**src/obzf_pkg.sv**
```systemverilog
// ----------------------------------------------------------------------------
// Oriented box zone flag lookup: package
// Types and fixed widths shared by the front end, queue and back end.
// ----------------------------------------------------------------------------
`timescale 1ns / 1ps

package obzf_pkg;

  localparam int SLOT_W      = 12;
  localparam int POS_W       = 20;
  localparam int HALF_W      = 16;
  localparam int CFG_W       = 13;
  localparam int IN_TDATA_W  = 168;
  localparam int OUT_TDATA_W = 24;

  // Input tdata field offsets, lowest bit of each field.
  localparam int OFS_SLOT   = 0;
  localparam int OFS_POS_X  = 12;
  localparam int OFS_POS_Y  = 32;
  localparam int OFS_POS_Z  = 52;
  localparam int OFS_TOP_Z  = 72;
  localparam int OFS_E1_X   = 88;
  localparam int OFS_E1_Y   = 104;
  localparam int OFS_E2_X   = 120;
  localparam int OFS_E2_Y   = 136;
  localparam int OFS_FLAGS  = 152;

  typedef enum logic {
    OP_WRITE = 1'b0,
    OP_QUERY = 1'b1
  } op_t;

  typedef enum logic [1:0] {
    ST_IDLE,
    ST_WALK,
    ST_DRAIN,
    ST_DONE
  } back_state_t;

  // One stored zone, whole units.
  typedef struct packed {
    logic        [15:0] flags;
    logic signed [15:0] e2y;
    logic signed [15:0] e2x;
    logic signed [15:0] e1y;
    logic signed [15:0] e1x;
    logic signed [15:0] top;
    logic signed [15:0] bot;
    logic signed [15:0] cy;
    logic signed [15:0] cx;
  } zone_t;

  // Classified work item held in the queue.
  typedef struct packed {
    op_t                     op;
    logic [SLOT_W-1:0]       slot;
    logic signed [POS_W-1:0] px;
    logic signed [POS_W-1:0] py;
    logic signed [POS_W-1:0] pz;
    zone_t                   zone;
  } item_t;

endpackage

```
**src/obzf_fifo.sv**
```systemverilog
// ----------------------------------------------------------------------------
// Oriented box zone flag lookup: work queue
// Two-entry queue of classified items between the front and back ends.
// ----------------------------------------------------------------------------
`timescale 1ns / 1ps

module obzf_fifo (
  input  logic            clk,
  input  logic            rst,
  input  logic            push,
  input  obzf_pkg::item_t push_item,
  output logic            full,
  input  logic            pop,
  output logic            head_valid,
  output obzf_pkg::item_t head
);

  obzf_pkg::item_t entries [2];
  logic            wr_ptr;
  logic            rd_ptr;
  logic [1:0]      count;

  assign full       = (count == 2'd2);
  assign head_valid = (count != 2'd0);
  assign head       = entries[rd_ptr];

  always_ff @(posedge clk) begin
    if (push) begin
      entries[wr_ptr] <= push_item;
    end
  end

  always_ff @(posedge clk) begin
    if (rst) begin
      wr_ptr <= 1'b0;
      rd_ptr <= 1'b0;
      count  <= 2'd0;
    end else begin
      if (push) begin
        wr_ptr <= !wr_ptr;
      end
      if (pop) begin
        rd_ptr <= !rd_ptr;
      end
      case ({push, pop})
        2'b10:   count <= count + 2'd1;
        2'b01:   count <= count - 2'd1;
        default: count <= count;
      endcase
    end
  end

endmodule

```
**config.mk**
```make
export PLATFORM = sky130hd
export DESIGN_NAME = obzf_fifo
export DESIGN_NICKNAME = d
export VERILOG_FILES = /design/src/obzf_pkg.sv /design/src/obzf_fifo.sv
export SDC_FILE = /design/constraint.sdc
export NUM_CORES = 1
export LEC_CHECK = 0
export ABC_AREA = 1
export BUFFER_PORTS_ARGS = -buffer_cell sky130_fd_sc_hd__buf_2
export CORE_ASPECT_RATIO = 1.25
export CORE_MARGIN = 10
export CORE_UTILIZATION = 35
export CTS_BUF_LIST = sky130_fd_sc_hd__clkbuf_8
export DETAILED_ROUTE_END_ITERATION = 10
export GPL_ROUTABILITY_DRIVEN = 0
export PLACE_DENSITY = 0.55
export SYNTH_ARGS = -nofsm -noshare
export SYNTH_HDL_FRONTEND = slang
export SYNTH_SLANG_ARGS = --single-unit
```
**constraint.sdc**
```tcl
create_clock -name clk -period 14.1 [get_ports clk]
set_input_delay 2.82 -clock clk [delete_from_list [all_inputs] [get_ports clk]]
set_output_delay 2.82 -clock clk [all_outputs]
set_load 0.01 [all_outputs]
```
---- After elaboration in Yosys (flattened, before gate mapping) ----
Memories as Yosys holds them, arrays and structs flattened. A register that Yosys moved wholly into a read port is not among the register bits.
Cells that the tools add are included.
word-level totals
  register bits after elaboration ......... 4
  RAM bits ................................ 434
  input bits .............................. 221
  memories ................................ 1
cells by class
  add/subtract/negate cells ............... 2
  eq/ne operators ......................... 3
  multiplexer cells ....................... 5
  reduce and logical (&&, ||, !) cells .... 4
memories
  memory   depth  width  rd ports  clocked after memory_dff  wr ports  line             source
  entries  2      217    1         1                         1         obzf_fifo.sv:18  obzf_pkg::item_t entries [2];
operators by type and width
  kind                   number
  $eq A2 B2 Y1 const B   2
  $mux W1                4
  $pmux W2 S2            1
  $reduce_bool A2 Y1     2
  $add A2 B1 Y2 const B  1
  $eq A2 B1 Y1 const B   1
  $logic_not A1 Y1       2
  $sub A2 B1 Y2 const B  1

---- Logic depth before layout (Yosys ltp) ----
Gate-level depths: netlist of run 1.
  word-level depth ........................ 3
  mapped depth ............................ 7
  depth with buffers taken out ............ 7

---- Least setup slack after synthesis of run 1 ----
No wires, ideal clock.
  path kind ............................... input-to-reg
  start ................................... input port push
  end ..................................... memory entries[0][0] (netlist bit), enable pin
  arrival time ............................ 11.961 ns
  data required time ...................... 13.296 ns
  path slack .............................. 1.334 ns
  stages .................................. 2
  path buffers ............................ 0
  cells stage by stage .................... inv_1 > nor2_1
on the way
  longest elaborated chain between the ends .. 2
ends and longest elaborated chain
  item                           line             source
  from (decl)                    obzf_fifo.sv:10  input logic push,
  $mux W1                        obzf_fifo.sv:28  if (push) begin
  $mux W1 (implied by the code)  obzf_fifo.sv:29  entries[wr_ptr] <= push_item;
  to (decl)                      obzf_fifo.sv:18
No other way between the ends.

==> results.ini, run 1 <==
[synthesis]
syn_inst = 708
synth_top_cell_area_share = 0.794
ys_warn_count = 0
synth_area_um2 = 16400
synth_top_cell_by_area = edfxtp_1
ys_seq_elements = 439
yosysSeqAreaShare = 0.800
avgSynthCellArea_um2 = 23.2
synth_cell_types = 15
synth_area_leaders = edfxtp_1, mux2_4, mux2_2
syn_nets = 930

[final_layout]
finish.utilization = 0.444
area_delta_synth_final_pct = 25.1
final_nets = 1426
drive_gt1_frac = 0.601

[routing]
drc_errors = 0
wl_um = 40400
vias = 8360
drt_iter0_markers = 394
ant_nets = 0
routedWlPerCell_um = 21.8
dr.pass1.iters = 5
vias_per_cell = 4.52

[critical_path]
slowest_stage = dfxtp_4
path_common_cell = buf_4
start_kind = register
rr_startpoint = wr_ptr
cp_max_fo = 68
critPathTopFamily = buffers and inverters
arrival_ns = 3.95
crit_required_ns = 11.28
path_cells = buf_4 -> buf_4 -> mux2_2 -> buf_2
end_kind = primary output
crit_type = reg2out
path_buf_inv = 3
critical-path-max-stage-delay_ns = 1.00

[timing]
period_minus_slack_ns = 6.77
relSlewSlack = 0.141
finalHoldViolCount = 0
grt_setup_unrepaired = no
setup_viol = 0
worst_pin_slew_ns = 1.29
fin_crit_sh = 0.480
fin_setup_tns_ns = 0
skew_ns = 0.0132
finalMaxSlewViolations = 0
clock.fmax_ghz = 0.148

[clock_tree]
ctsHoldBuffers = 0
clk_pin_slew_worst_paths_ns = 0.06
cts_setup_buffers = 0
cts_resized = 0
numCtsBuffers = 72
cts-root-buf = clkbuf_8
htree_levels = 3
numClockSinks = 439
cts_max_path_buffers = 3
cts_tree = done
clk_latency_ns = 0.62

[run]
drv_cap = 0

[grt]
grt_pass1_wl_um = 57600
antenna_found_initial = 9
grt_max_degree = 176
grt.overflow.total = 0
grt_pass1_vias = 9262
track_usage = 0.140

[worst_hold_path]
hold_class = reg2reg
min-delay-start = count[1]

[floorplanning]
coreArea_um2 = 46200
rows = 88
io_pins = 440
die_x_um = 214
die_area_um2 = 56000
initial_core_util = 0.355
die_height_um = 262

[power]
ir_drop_mv = 0.0967
power_density_nw_per_um2 = 140
p_leak_nw = 8.02

[placed_design]
port_buffers = 439
place_hpwl_um = 28200

[run_status]
status = completed

## Yosys cell counts (all sizes together)
library cell	count
nor3	1
buf	24
nor2	9
edfxtp	434
o21ai	1
nand4	1
xnor2	1
dfxtp	5
ha	1
nand2	6
a21oi	1
mux2	217
inv	7
## power by group
group / internal [mW] / switching, mW / leakage [nW]
clock: 0.523 / 0.493 / 0.758
sequential: 1.51 / 0.0253 / 4.12
combinational: 0.157 / 0.164 / 3.15
total: 2.19 / 0.682 / 8.02
## registers in the layout, summed over array words and instances (netlist names), named ones only
signal / count
count: 2
entries: 434
rd_ptr: 1
wr_ptr: 1
## per-stage QoR
step           hold WS (ns)  power, mW  setup WS (ns)  instances  area, um2
3_5_place_dp          0.503       1.90           7.89       1715      19200
6_report              0.503       2.88           7.33       1850      20500
2_1_floorplan         0.476       1.77           1.33        708      16400
3_3_place_gp          0.494       1.89           7.92       1715      19200
5_1_grt               0.541       3.01           7.02       1849      20500
4_1_cts               0.511       2.93           7.17       1844      20500
## metal layers
layer  GRT usage  part of all wire  vias to the layer above
met3      0.0520             0.087                       83
met1       0.140              0.35                     4128
met4      0.0807             0.038                        4
met2       0.245              0.53                      323
met5           0           0.00052                        -
li1            -                 -                     3822
## cell usage in the layout (no fill, tap or decap)
| cell | instances |
|---|---|
| bufinv_16 | 2 |
| mux2_2 | 87 |
| buf_4 | 6 |
| buf_12 | 1 |
| inv_8 | 2 |
| clkbuf_8 | 73 |
| nor3_1 | 1 |
| clkinv_2 | 9 |
| dfxtp_1 | 4 |
| ha_1 | 1 |
| clkinv_1 | 13 |
| nand4_1 | 1 |
| nor2_4 | 1 |
| xnor2_1 | 1 |
| diode_2 | 6 |
| dfxtp_4 | 1 |
| nor2_1 | 8 |
| a21oi_1 | 1 |
| mux2_4 | 130 |
| nand2_1 | 6 |
| clkinvlp_4 | 4 |
| buf_2 | 439 |
| inv_1 | 31 |
| o21ai_0 | 1 |
| inv_6 | 2 |
| edfxtp_1 | 434 |
## worst reg2reg max path, delay by kind of cell (launching register included)
family	cells	cell delay (ns)
AND/OR/NAND/NOR	1	0.10
flip-flops	1	0.34
buffers and inverters	2	1.17
## area by class of cell
class                           count  area (um2)
Fill cell                        4157       25700
Multi-Input combinational cell    238        3040
Antenna cell                        6        15.0
Inverter                            7        33.8
Timing Repair Buffer              446        2260
Sequential cell                   439       13100
Tap cell                          585         732
Clock buffer                       73        1000
Clock inverter                     56         307
## final timing paths
| check | slack [ns] | cells past startpoint | endpoint |
|---|---|---|---|
| max | 7.33 | 4 | head[20] |
| min | 0.50 | 2 | count[1] |
| max reg2reg | 11.66 | 3 | entries[0][161] |
| min reg2reg | 0.50 | 2 | count[1] |
## cell families after synthesis
group,share of synthesized area
flip-flops,0.800
multiplexers,0.179
buffers and inverters,0.0150
AND/OR/NAND/NOR,0.00412
AO/OA/AOI/OAI,0.000609
XOR/XNOR,0.000534
adder cells (fa/ha/maj),0.000762
Note: power is estimated with default switching activity, not from simulation.
==> run 2, diff against run 1 <==
==> constraint.sdc (replaced) <==
create_clock -name clk -period 6.3 [get_ports clk]
set_input_delay 1.26 -clock clk [delete_from_list [all_inputs] [get_ports clk]]
set_output_delay 1.26 -clock clk [all_outputs]
set_load 0.01 [all_outputs]
==> run 2 against run 1 <==
Net effect:
- clock skew increased by 0.0066 ns
- combinational power is 130% higher
- final cell count is 0.11% higher
- critical path depth down 1
- clock power increased by 120%
- register-to-register slack got worse by 7.7 ns
- die area did not move
- utilization increased by 0.073 points
- final area increased by 0.16%
==> results.ini, run 2 (same netlist as run 1, synthesis figures left out) <==
[run_status]
status = completed

[routing]
vias_per_cell = 4.48
m1WireLength_um = 14300
drc_errors = 0
top_layer = met5
vias = 8299
wl_met3_um = 3510
drt_iter0_markers = 324
wl_um = 39800
dr_wl_met2_um = 20700
ant_nets = 0
routedWlPerCell_um = 21.5
dr.pass1.iters = 4

[clock_tree]
numClockSinks = 439
cts_resized = 0
clk_latency_ns = 0.62
cts_max_path_buffers = 3
htree_levels = 3
numCtsBuffers = 73
cts-root-buf = clkbuf_8
ctsHoldBuffers = 0
cts_tree = done
cts_setup_buffers = 0
clk_pin_slew_worst_paths_ns = 0.06

[floorplanning]
coreArea_um2 = 46200
io_pins = 440
initial_core_util = 0.355
die_area_um2 = 56000
die_height_um = 262
rows = 88
die_x_um = 214

[placed_design]
port_buffers = 439
dp_cells = 1715
place_hpwl_um = 27400

[timing]
finalMaxSlewViolations = 0
grt_setup_unrepaired = no
setup_viol = 0
fin_setup_tns_ns = 0
fin_crit_sh = 0.662
skew_ns = 0.0199
clock.fmax_ghz = 0.240
worst_pin_slew_ns = 1.08
period_minus_slack_ns = 4.17
relSlewSlack = 0.278
finalHoldViolCount = 0

[final_layout]
most-common-layout-cells = buf_2, edfxtp_1, mux2_4, mux2_2, clkbuf_8
regMostFlops = entries
finish.utilization = 0.445
largest_register_ffs = 434
area_delta_synth_final_pct = 25.3
final_nets = 1427
final-instance-count-excl-fill = 1852
layout_commonest_cell = buf_2
drive_gt1_frac = 0.603
top_regs = entries x434, count x2

[grt]
grt.overflow.total = 0
grt_pass1_vias = 8995
grt_pass1_wl_um = 56300
antenna_found_initial = 10
track_usage = 0.136
grt_max_degree = 126

[power]
power_density_nw_per_um2 = 312
ir_drop_mv = 0.184
p_leak_nw = 8.03

[critical_path]
end_kind = primary output
arrival_ns = 2.91
cp_max_fo = 56
start_kind = register
crit_type = reg2out
crit_required_ns = 5.04

[run]
drv_cap = 0

[worst_hold_path]
hold_class = reg2reg

## run 2: changes by cell type in the layout (fill, tap and decap cells not counted), moves of 2 or more
cell	change
clkbuf_8	+6
buf_12	+3
buf_4	-3
clkinv_2	+3
bufinv_16	-2
inv_1	-2
inv_6	-2
## run 2: path summary, 6_finish.rpt
path	start	end	cells after the start	slack (ns)
max	register	head[51]	3	2.13
min	count[1]	count[1]	2	0.51
max reg2reg	wr_ptr	entries[1][198]	3	3.93
min reg2reg	count[1]	count[1]	2	0.51
## run 2: worst max-delay path, stage by stage, from the launching register on
cell,delay [ns]
dfxtp_4,1.05
buf_4,0.64
mux2_2,0.40
buf_2,0.14
## run 2: power breakdown
| group | switching, mW | internal (mW) | leakage [nW] | total, mW |
|---|---|---|---|---|
| combinational | 0.371 | 0.354 | 3.16 | 0.725 |
| sequential | 0.0530 | 3.39 | 4.12 | 3.44 |
| clock | 1.09 | 1.15 | 0.758 | 2.24 |
| total | 1.51 | 4.90 | 8.03 | 6.41 |
## run 2: layout make-up
class | instances | area (um2)
inverters | 7 | 33.8
fillers | 4137 | 25700
multi-input cells | 238 | 3040
well taps | 585 | 732
clock buffers | 79 | 1090
flip-flops and latches | 439 | 13100
diodes | 7 | 17.5
clock inverters | 51 | 218
repair buffers | 446 | 2300
## run 2: through the flow
stage                     area [um2]  setup WS (ns)  total power [mW]  hold WS [ns]
final                          20600           2.13              6.41         0.513
after global routing           20600           1.92              6.70         0.538
after CTS                      20500           2.00              6.54         0.518
after detailed placement       19200           2.71              4.25         0.506
after global placement         19200           2.73              4.24         0.490
after floorplan                16400          0.215              3.94         0.476
## run 2: routing by layer
layer  vias up  global-route usage
met1      4068               0.144
met3        70              0.0561
li1       3841                   -
met5         -                   0
met2       310               0.232
met4        10              0.0670
